==> src/rtl/ils_pkg.sv <==
`timescale 1ns / 1ps
`default_nettype none
// ----------------------------------------------------------------------------
// Indexed list store package
// Field widths, operation and status codes, and the command and status
// groups that pass between the controller and the datapath.
// ----------------------------------------------------------------------------
package ils_pkg;

  localparam int CAPACITY_DEF   = 64;
  localparam int DATA_WIDTH_DEF = 32;

  localparam int OP_W     = 2;
  localparam int VALUE_W  = 32;
  localparam int POS_W    = 6;
  localparam int STATUS_W = 2;
  localparam int COUNT_W  = 7;

  localparam logic [OP_W-1:0] OP_APPEND = 2'd0;
  localparam logic [OP_W-1:0] OP_READ   = 2'd1;
  localparam logic [OP_W-1:0] OP_REMOVE = 2'd2;

  localparam logic [STATUS_W-1:0] ST_OK    = 2'd0;
  localparam logic [STATUS_W-1:0] ST_RANGE = 2'd1;
  localparam logic [STATUS_W-1:0] ST_FULL  = 2'd2;

  typedef struct packed {
    logic load;
    logic exec;
    logic app_write;
    logic rd_pos;
    logic rd_start;
    logic shift_step;
    logic dec_occ;
    logic res_load;
  } ils_cmd_t;

  typedef struct packed {
    logic op_append;
    logic op_read;
    logic op_remove;
    logic range_err;
    logic full;
    logic first_more;
    logic shift_more;
    logic out_free;
  } ils_stat_t;

endpackage
`default_nettype wire

==> src/rtl/ils_if.sv <==
`timescale 1ns / 1ps
`default_nettype none
// ----------------------------------------------------------------------------
// Indexed list store channels
// Request and response channels with valid/ready handshake and payload.
// ----------------------------------------------------------------------------
interface ils_req_if;
  import ils_pkg::*;

  logic                      valid;
  logic                      ready;
  logic [OP_W-1:0]           operation;
  logic signed [VALUE_W-1:0] item_value;
  logic [POS_W-1:0]          position;

  modport source (output valid, output operation, output item_value, output position,
                  input ready);
  modport sink (input valid, input operation, input item_value, input position,
                output ready);
endinterface

interface ils_rsp_if;
  import ils_pkg::*;

  logic                      valid;
  logic                      ready;
  logic signed [VALUE_W-1:0] read_value;
  logic [STATUS_W-1:0]       status;
  logic [COUNT_W-1:0]        entry_count;

  modport source (output valid, output read_value, output status, output entry_count,
                  input ready);
  modport sink (input valid, input read_value, input status, input entry_count,
                output ready);
endinterface
`default_nettype wire

==> src/rtl/indexed_list_store_top.sv <==
`timescale 1ns / 1ps
`default_nettype none
// ----------------------------------------------------------------------------
// Indexed list store
// Ordered list of signed values in an entry memory with append, read and
// remove-at-index operations.
// ----------------------------------------------------------------------------
// Usage:
//   request carries operation, item_value and position; one beat asks for
//   one operation. response returns one beat per request with read_value,
//   status and entry_count (count after the operation).
//   Requests are taken one at a time: request.ready is high only while the
//   controller is idle.
//   A request beat is loaded and then executed; a remove with entries after
//   position then runs a shift loop that moves each later entry down one
//   place, one entry per cycle, through the single write and single read
//   port of the entry memory. Each result is then loaded into the
//   response register.
//   The response sits in an output register, so a new request is taken
//   while the previous response waits; if the receiver stalls, the block
//   holds the finished result in its last state until the register frees.
//   Reset empties the list and drops any pending response; memory contents
//   are not cleared and need no clearing pass.
// ----------------------------------------------------------------------------
module indexed_list_store_top #(
  parameter int CAPACITY   = ils_pkg::CAPACITY_DEF,
  parameter int DATA_WIDTH = ils_pkg::DATA_WIDTH_DEF
) (
  input wire logic clk,
  input wire logic rst,
  ils_req_if.sink   request,
  ils_rsp_if.source response
);
  import ils_pkg::*;

  ils_cmd_t  cmd;
  ils_stat_t stat;

  ils_ctrl u_ctrl (
    .clk       (clk),
    .rst       (rst),
    .req_valid (request.valid),
    .req_ready (request.ready),
    .stat      (stat),
    .cmd       (cmd)
  );

  ils_dpath #(
    .CAPACITY   (CAPACITY),
    .DATA_WIDTH (DATA_WIDTH)
  ) u_dpath (
    .clk         (clk),
    .rst         (rst),
    .cmd         (cmd),
    .stat        (stat),
    .operation   (request.operation),
    .item_value  (request.item_value),
    .position    (request.position),
    .out_valid   (response.valid),
    .out_ready   (response.ready),
    .read_value  (response.read_value),
    .status      (response.status),
    .entry_count (response.entry_count)
  );

endmodule
`default_nettype wire

==> src/rtl/ils_ctrl.sv <==
`timescale 1ns / 1ps
`default_nettype none
// ----------------------------------------------------------------------------
// Indexed list store controller
// Sequences one request: decode, at most a single memory access or a shift
// loop, then hand the result to the response register.
// ----------------------------------------------------------------------------
module ils_ctrl (
  input  wire logic              clk,
  input  wire logic              rst,
  input  wire logic              req_valid,
  output logic                   req_ready,
  input  wire ils_pkg::ils_stat_t stat,
  output ils_pkg::ils_cmd_t      cmd
);
  import ils_pkg::*;

  localparam logic [1:0] S_IDLE  = 2'd0;
  localparam logic [1:0] S_EXEC  = 2'd1;
  localparam logic [1:0] S_SHIFT = 2'd2;
  localparam logic [1:0] S_DONE  = 2'd3;

  logic [1:0] state;
  logic [1:0] state_next;

  assign req_ready = (state == S_IDLE);

  always_comb begin
    cmd        = '0;
    state_next = state;
    case (state)
      S_IDLE: begin
        if (req_valid) begin
          cmd.load   = 1'b1;
          state_next = S_EXEC;
        end
      end
      S_EXEC: begin
        cmd.exec   = 1'b1;
        state_next = S_DONE;
        if (stat.op_append && !stat.full) begin
          cmd.app_write = 1'b1;
        end else if (stat.op_read && !stat.range_err) begin
          cmd.rd_pos = 1'b1;
        end else if (stat.op_remove && !stat.range_err) begin
          if (stat.first_more) begin
            cmd.rd_start = 1'b1;
            state_next   = S_SHIFT;
          end else begin
            cmd.dec_occ = 1'b1;
          end
        end
      end
      S_SHIFT: begin
        cmd.shift_step = 1'b1;
        if (!stat.shift_more) begin
          cmd.dec_occ = 1'b1;
          state_next  = S_DONE;
        end
      end
      S_DONE: begin
        if (stat.out_free) begin
          cmd.res_load = 1'b1;
          state_next   = S_IDLE;
        end
      end
      default: begin
        state_next = S_IDLE;
      end
    endcase
  end

  always_ff @(posedge clk) begin
    if (rst) begin
      state <= S_IDLE;
    end else begin
      state <= state_next;
    end
  end

endmodule
`default_nettype wire

==> src/rtl/ils_dpath.sv <==
`timescale 1ns / 1ps
`default_nettype none
// ----------------------------------------------------------------------------
// Indexed list store datapath
// Entry memory, occupancy count, request registers, shift index and the
// response register.
// ----------------------------------------------------------------------------
module ils_dpath #(
  parameter int CAPACITY   = ils_pkg::CAPACITY_DEF,
  parameter int DATA_WIDTH = ils_pkg::DATA_WIDTH_DEF
) (
  input  wire logic                              clk,
  input  wire logic                              rst,
  input  wire ils_pkg::ils_cmd_t                 cmd,
  output ils_pkg::ils_stat_t                     stat,
  input  wire logic [ils_pkg::OP_W-1:0]          operation,
  input  wire logic signed [ils_pkg::VALUE_W-1:0] item_value,
  input  wire logic [ils_pkg::POS_W-1:0]         position,
  output logic                                   out_valid,
  input  wire logic                              out_ready,
  output logic signed [ils_pkg::VALUE_W-1:0]     read_value,
  output logic [ils_pkg::STATUS_W-1:0]           status,
  output logic [ils_pkg::COUNT_W-1:0]            entry_count
);
  import ils_pkg::*;

  localparam int AW = $clog2(CAPACITY);
  localparam int OW = $clog2(CAPACITY + 1);
  localparam int CW = ((OW > POS_W) ? OW : POS_W) + 2;

  logic [DATA_WIDTH-1:0] mem [CAPACITY];
  logic [DATA_WIDTH-1:0] rd_q;

  logic [OP_W-1:0]       op_q;
  logic [DATA_WIDTH-1:0] value_q;
  logic [POS_W-1:0]      pos_q;
  logic [OW-1:0]         occ;
  logic [AW-1:0]         idx;
  logic [STATUS_W-1:0]   status_q;
  logic [STATUS_W-1:0]   status_next;

  logic                  we;
  logic [AW-1:0]         wa;
  logic [DATA_WIDTH-1:0] wd;
  logic                  re;
  logic [AW-1:0]         ra;

  always_comb begin
    stat.op_append  = (op_q == OP_APPEND);
    stat.op_read    = (op_q == OP_READ);
    stat.op_remove  = (op_q == OP_REMOVE);
    stat.range_err  = (CW'(pos_q) >= CW'(occ));
    stat.full       = (occ == OW'(CAPACITY));
    stat.first_more = ((CW'(pos_q) + CW'(1)) < CW'(occ));
    stat.shift_more = ((CW'(idx) + CW'(2)) < CW'(occ));
    stat.out_free   = !out_valid || out_ready;
  end

  always_comb begin
    if (stat.op_append && stat.full) begin
      status_next = ST_FULL;
    end else if ((stat.op_read || stat.op_remove) && stat.range_err) begin
      status_next = ST_RANGE;
    end else begin
      status_next = ST_OK;
    end
  end

  assign we = cmd.app_write || cmd.shift_step;
  assign wa = cmd.app_write ? AW'(occ) : idx;
  assign wd = cmd.app_write ? value_q : rd_q;
  assign re = cmd.rd_pos || cmd.rd_start || (cmd.shift_step && stat.shift_more);

  always_comb begin
    if (cmd.rd_pos) begin
      ra = AW'(pos_q);
    end else if (cmd.rd_start) begin
      ra = AW'(pos_q) + AW'(1);
    end else begin
      ra = idx + AW'(2);
    end
  end

  always_ff @(posedge clk) begin
    if (we) begin
      mem[wa] <= wd;
    end
    if (re) begin
      rd_q <= mem[ra];
    end
  end

  always_ff @(posedge clk) begin
    if (cmd.load) begin
      op_q    <= operation;
      value_q <= DATA_WIDTH'(item_value);
      pos_q   <= position;
    end
    if (cmd.exec) begin
      status_q <= status_next;
    end
    if (cmd.rd_start) begin
      idx <= AW'(pos_q);
    end else if (cmd.shift_step) begin
      idx <= idx + AW'(1);
    end
  end

  always_ff @(posedge clk) begin
    if (rst) begin
      occ <= '0;
    end else if (cmd.app_write) begin
      occ <= occ + OW'(1);
    end else if (cmd.dec_occ) begin
      occ <= occ - OW'(1);
    end
  end

  always_ff @(posedge clk) begin
    if (rst) begin
      out_valid <= 1'b0;
    end else if (cmd.res_load) begin
      out_valid <= 1'b1;
    end else if (out_ready) begin
      out_valid <= 1'b0;
    end
  end

  always_ff @(posedge clk) begin
    if (cmd.res_load) begin
      read_value  <= (stat.op_read && status_q == ST_OK) ?
                     signed'(VALUE_W'(rd_q)) : '0;
      status      <= status_q;
      entry_count <= COUNT_W'(occ);
    end
  end

endmodule
`default_nettype wire

==> src/flat_wrapper.sv <==
// flat-port wrapper written by rule: the top's interface ports become plain ports
module indexed_list_store_top_flat import ils_pkg::*;
#(
  parameter int CAPACITY   = ils_pkg::CAPACITY_DEF,
  parameter int DATA_WIDTH = ils_pkg::DATA_WIDTH_DEF
)
  (clk, rst, request_valid, request_operation, request_item_value, request_position, request_ready, response_valid, response_read_value, response_status, response_entry_count, response_ready);
  ils_req_if request_i ();
  ils_rsp_if response_i ();
  input wire logic clk;
  input wire logic rst;
  input wire logic [$bits(request_i.valid)-1:0] request_valid;
  input wire logic [$bits(request_i.operation)-1:0] request_operation;
  input wire logic [$bits(request_i.item_value)-1:0] request_item_value;
  input wire logic [$bits(request_i.position)-1:0] request_position;
  output wire logic [$bits(request_i.ready)-1:0] request_ready;
  output wire logic [$bits(response_i.valid)-1:0] response_valid;
  output wire logic [$bits(response_i.read_value)-1:0] response_read_value;
  output wire logic [$bits(response_i.status)-1:0] response_status;
  output wire logic [$bits(response_i.entry_count)-1:0] response_entry_count;
  input wire logic [$bits(response_i.ready)-1:0] response_ready;
  assign request_i.valid = request_valid;
  assign request_i.operation = request_operation;
  assign request_i.item_value = request_item_value;
  assign request_i.position = request_position;
  assign request_ready = request_i.ready;
  assign response_valid = response_i.valid;
  assign response_read_value = response_i.read_value;
  assign response_status = response_i.status;
  assign response_entry_count = response_i.entry_count;
  assign response_i.ready = response_ready;
  indexed_list_store_top #(.CAPACITY(CAPACITY), .DATA_WIDTH(DATA_WIDTH)) u_core (.clk(clk), .rst(rst), .request(request_i), .response(response_i));
endmodule
==> config.mk <==
export PLATFORM = sky130hd
export DESIGN_NAME = indexed_list_store_top_flat
export DESIGN_NICKNAME = d
export VERILOG_FILES = /design/src/rtl/ils_pkg.sv /design/src/rtl/ils_if.sv /design/src/rtl/indexed_list_store_top.sv /design/src/rtl/ils_ctrl.sv /design/src/rtl/ils_dpath.sv /design/src/flat_wrapper.sv
export SDC_FILE = /design/constraint.sdc
export NUM_CORES = 2
export LEC_CHECK = 0
export BUFFER_PORTS_ARGS = -buffer_cell sky130_fd_sc_hd__buf_2
export CAP_MARGIN = 10
export CORE_MARGIN = 2
export CORE_UTILIZATION = 27
export DETAILED_ROUTE_END_ITERATION = 12
export MAX_ROUTING_LAYER = met4
export PLACE_DENSITY_LB_ADDON = 0.05
export SYNTH_ARGS = -nofsm -noshare
export SYNTH_HDL_FRONTEND = slang
export SYNTH_SLANG_ARGS = --single-unit
==> constraint.sdc <==
create_clock -name clk -period 3.9 [get_ports clk]
set_input_delay 0.78 -clock clk [delete_from_list [all_inputs] [get_ports clk]]
set_output_delay 0.78 -clock clk [all_outputs]
set_load 0.01 [all_outputs]
==> impl_metrics.yaml <==
sta:
  max_freq_ghz: 0.216
  worst_slack_ns: -0.723
  finalCritPeriodShare: 1.19
  slew_headroom: 0.350
  hold_viol_final: 0
  period_needed_ns: 4.62
  setup_viol: 32
  final.setup.tns_ns: -19.38
  slew_viol_final: 0
  finClkSkew_ns: 0.0411
  rsz0062_at_grt: "true"
  worst_pin_slew_ns: 0.975
drt:
  ant_nets: 0
  vias: 63800
  via_per_inst: 5.07
  first_iter_violations: 5652
  drt_wl_total_mm: 385
  dr.pass1.iters: 6
  drcViolationCount: 0
  routedWlPerCell_um: 30.6
setup_path:
  rr_worst_depth: 20
  crit_buf_inv: 5
  slowest_stage: "or4_4"
  r2r-start: "u_core.u_dpath.pos_q[0]$_DFFE_PP_"
  crit_chain: "nand3_2 -> nor2_2 -> nand2_2 -> xnor2_2 -> ha_1 -> nand4_1 -> buf_4 -> nand3_4 -> nor3_4 -> nor3b_2 -> or4_4 -> buf_12 -> buf_12 -> buf_8 -> mux2i_1 -> mux2i_1 -> mux2_4 -> a2111oi_4 -> buf_4 -> and4b_1"
  crit_required_ns: 4.56
  slowest_delay_ns: 0.56
  r2r-end: "u_core.u_dpath.rd_q[18]$_DFFE_PP_"
  reg2reg_setup_slack_ns: -0.72
  critPathLaunchType: "flip-flop"
  crit_family: "simple AND/OR/NAND/NOR gates"
  arrival_ns: 5.28
  path_max_fanout: 5
  endpoint_kind: "flip-flop"
  critPathKind: "reg2reg"
global_routing:
  gr-total-overflow: 0
  grt_pass1_wl_mm: 526
  grt_usage: 0.220
  antenna_found_initial: 26
  grt_max_degree: 107
  grt_pass1_vias: 63700
synthesis:
  post-synth-top-count-cell: "edfxtp_1"
  postSynthCellCount: 6819
  synth_area_leaders: "edfxtp_1 (70%), nand2_1 (5.9%), mux2i_1 (5.7%), nand3_1 (4.0%), mux2_2 (2.1%)"
  syn-num-nets: 6898
  synthArstFlopShare: 0
  synth.mux.area_fraction: 0.0781
  synth_xor_area_frac: 0.00142
  synth_top_family_by_area: "simple AND/OR/NAND/NOR gates"
  synth_common_cells: "edfxtp_1 (2,169), nand2_1 (1,457), nand3_1 (735)"
  synth_edf_count: 2169
  synth.ff_latch_count: 2179
  synth_compound_area_frac: 0.0667
  syn-cell-area_mm2: 0.0927
  synth_top_area_share: 0.703
  yosysWarnings: 0
  syn_area_per_cell_um2: 13.6
  synthAdderAreaFrac: 0.00481
  ys.flop_type: "edfxtp_1"
  synth_top_area_cell: "edfxtp_1"
  synth.distinct_cells: 74
  seq_area_frac_synth: 0.705
  synth-simple-area-share: 0.121
worst_hold_path:
  hold_path_class: "in2reg"
  min_from: "request_position[4]"
  whs_path_depth: 1
  min_to: "u_core.u_dpath.pos_q[4]$_DFFE_PP_"
clock_tree:
  cts.sinks: 2179
  clockBufferDepth: 4
  clock_latency_ns: 0.91
  clk_pin_slew_worst_paths_ns: 0.05
  cts_made_buffers: 270
  cts_root_buffer: "clkbuf_16"
  cts_tree: "yes"
  cts_max_level: 5
placed_design:
  port_buffers: 86
  place_congestion: 0.824
  dp_hpwl_mm: 242
final_layout:
  drive_above_1_share: 0.260
  fin_nets: 7901
  area_growth_pct: 31.2
  postLayoutCoreUtil: 0.355
status:
  status: "finished, violations left"
  violations: "negative setup slack"
floorplan:
  die_area_mm2: 0.348
  io_pins: 87
  core_mm2: 0.342
  die_y_um: 590
  rows: 215
  dieWidth_um: 590
  initial_core_util: 0.271
power:
  peakVddDrop_v: 0.000431
  leakage_nw: 42.8
  power_density_mw_per_mm2: 720
job:
  max_cap_violations: 0
## per-layer routing
metal / track usage / part of all wire / vias to the layer above
li1: - / - / 28300
met1: 0.301 / 0.46 / 33400
met2: 0.353 / 0.47 / 1643
met3: 0.0215 / 0.040 / 443
met4: 0.0516 / 0.030 / 0
met5: - / 0 / -
## state kept, by name (all words and copies together) (netlist names)
name,flops
u_core.u_dpath.mem,2048
u_core.u_dpath.rd_q,32
u_core.u_dpath.read_value,32
u_core.u_dpath.value_q,32
u_core.u_dpath.entry_count,7
u_core.u_dpath.occ,7
u_core.u_dpath.idx,6
u_core.u_dpath.pos_q,6
u_core.u_ctrl.state,2
u_core.u_dpath.op_q,2
u_core.u_dpath.status,2
u_core.u_dpath.status_q,2
u_core.u_dpath.out_valid,1
## power breakdown
group | internal (W) | switching, W | leakage [nW] | total (W)
logic | 0.0135 | 0.0207 | 19.2 | 0.0342
registers | 0.0287 | 0.000476 | 19.6 | 0.0292
clock network | 0.0138 | 0.0103 | 4.01 | 0.0241
total | 0.0560 | 0.0315 | 42.8 | 0.0875
## cells by family after synthesis
logic type / count (synthesis)
flip-flops: 2179
XOR/XNOR: 15
AND/OR/NAND/NOR: 2535
adder cells (fa/ha/maj): 35
multiplexers: 701
buffers and inverters: 532
AO/OA/AOI/OAI: 822
## layout make-up
| class | count | area (um2) |
|---|---|---|
| multi-input cells | 4108 | 28000 |
| diodes | 5 | 12.5 |
| clock inverters | 135 | 1040 |
| fillers | 33100 | 221000 |
| repair buffers | 1225 | 14200 |
| well taps | 4557 | 5700 |
| inverters | 38 | 143 |
| clock buffers | 334 | 7170 |
| flip-flops and latches | 2179 | 65300 |
## placed cells by master (no fill, tap or decap), types with 61 or more instances in the layout
master	synthesis	routed
nor2_4	1	75
buf_12	0	287
a21oi_1	128	118
a222oi_1	125	125
buf_2	76	86
clkbuf_16	0	292
mux2_2	176	146
mux2i_1	524	499
o221ai_1	62	61
nand3_1	735	697
o21ai_0	76	72
a31oi_1	90	76
buf_4	4	688
nand2_1	1457	1404
edfxtp_1	2169	2169
clkinv_1	1	65
a221oi_1	103	101
## stage by stage
step	power, W	cells	setup slack, ns	instance area (um2)	hold slack, ns
finish	0.0875	12600	-0.723	122000	0.0753
detailed placement	0.0588	11900	-1.26	108000	0.480
floorplan	0.0423	6819	-0.0426	93000	0.427
global placement	0.0587	11900	-1.32	108000	0.476
global route	0.0910	12600	-0.900	122000	0.0326
CTS	0.0870	12500	-0.750	120000	0.000621
## what timing repair did
item / CTS / global route
pin swaps: 90 / 95
gates cloned: 24 / 18
buffers inserted: 104 / 42
endpoints found under the setup margin: 179 / 74
gates resized for setup: 301 / 186
hold buffers: 34 / 0
endpoints found under the hold margin: 34 / 0
## worst max path at each step
stage                                      startpoint                                 to  slack, ns  cells after the start
global route        u_core.u_dpath.pos_q[0]$_DFFE_PP_  u_core.u_dpath.rd_q[18]$_DFFE_PP_      -0.90                     20
CTS                 u_core.u_dpath.pos_q[0]$_DFFE_PP_  u_core.u_dpath.rd_q[18]$_DFFE_PP_      -0.75                     19
floorplan           u_core.u_dpath.pos_q[0]$_DFFE_PP_  u_core.u_dpath.rd_q[12]$_DFFE_PP_      -0.04                     19
finish              u_core.u_dpath.pos_q[0]$_DFFE_PP_  u_core.u_dpath.rd_q[18]$_DFFE_PP_      -0.72                     20
global placement    u_core.u_dpath.pos_q[0]$_DFFE_PP_  u_core.u_dpath.rd_q[22]$_DFFE_PP_      -1.32                     17
detailed placement  u_core.u_dpath.pos_q[0]$_DFFE_PP_  u_core.u_dpath.rd_q[22]$_DFFE_PP_      -1.26                     17
No activity file was read; power rests on OpenSTA's default activity.
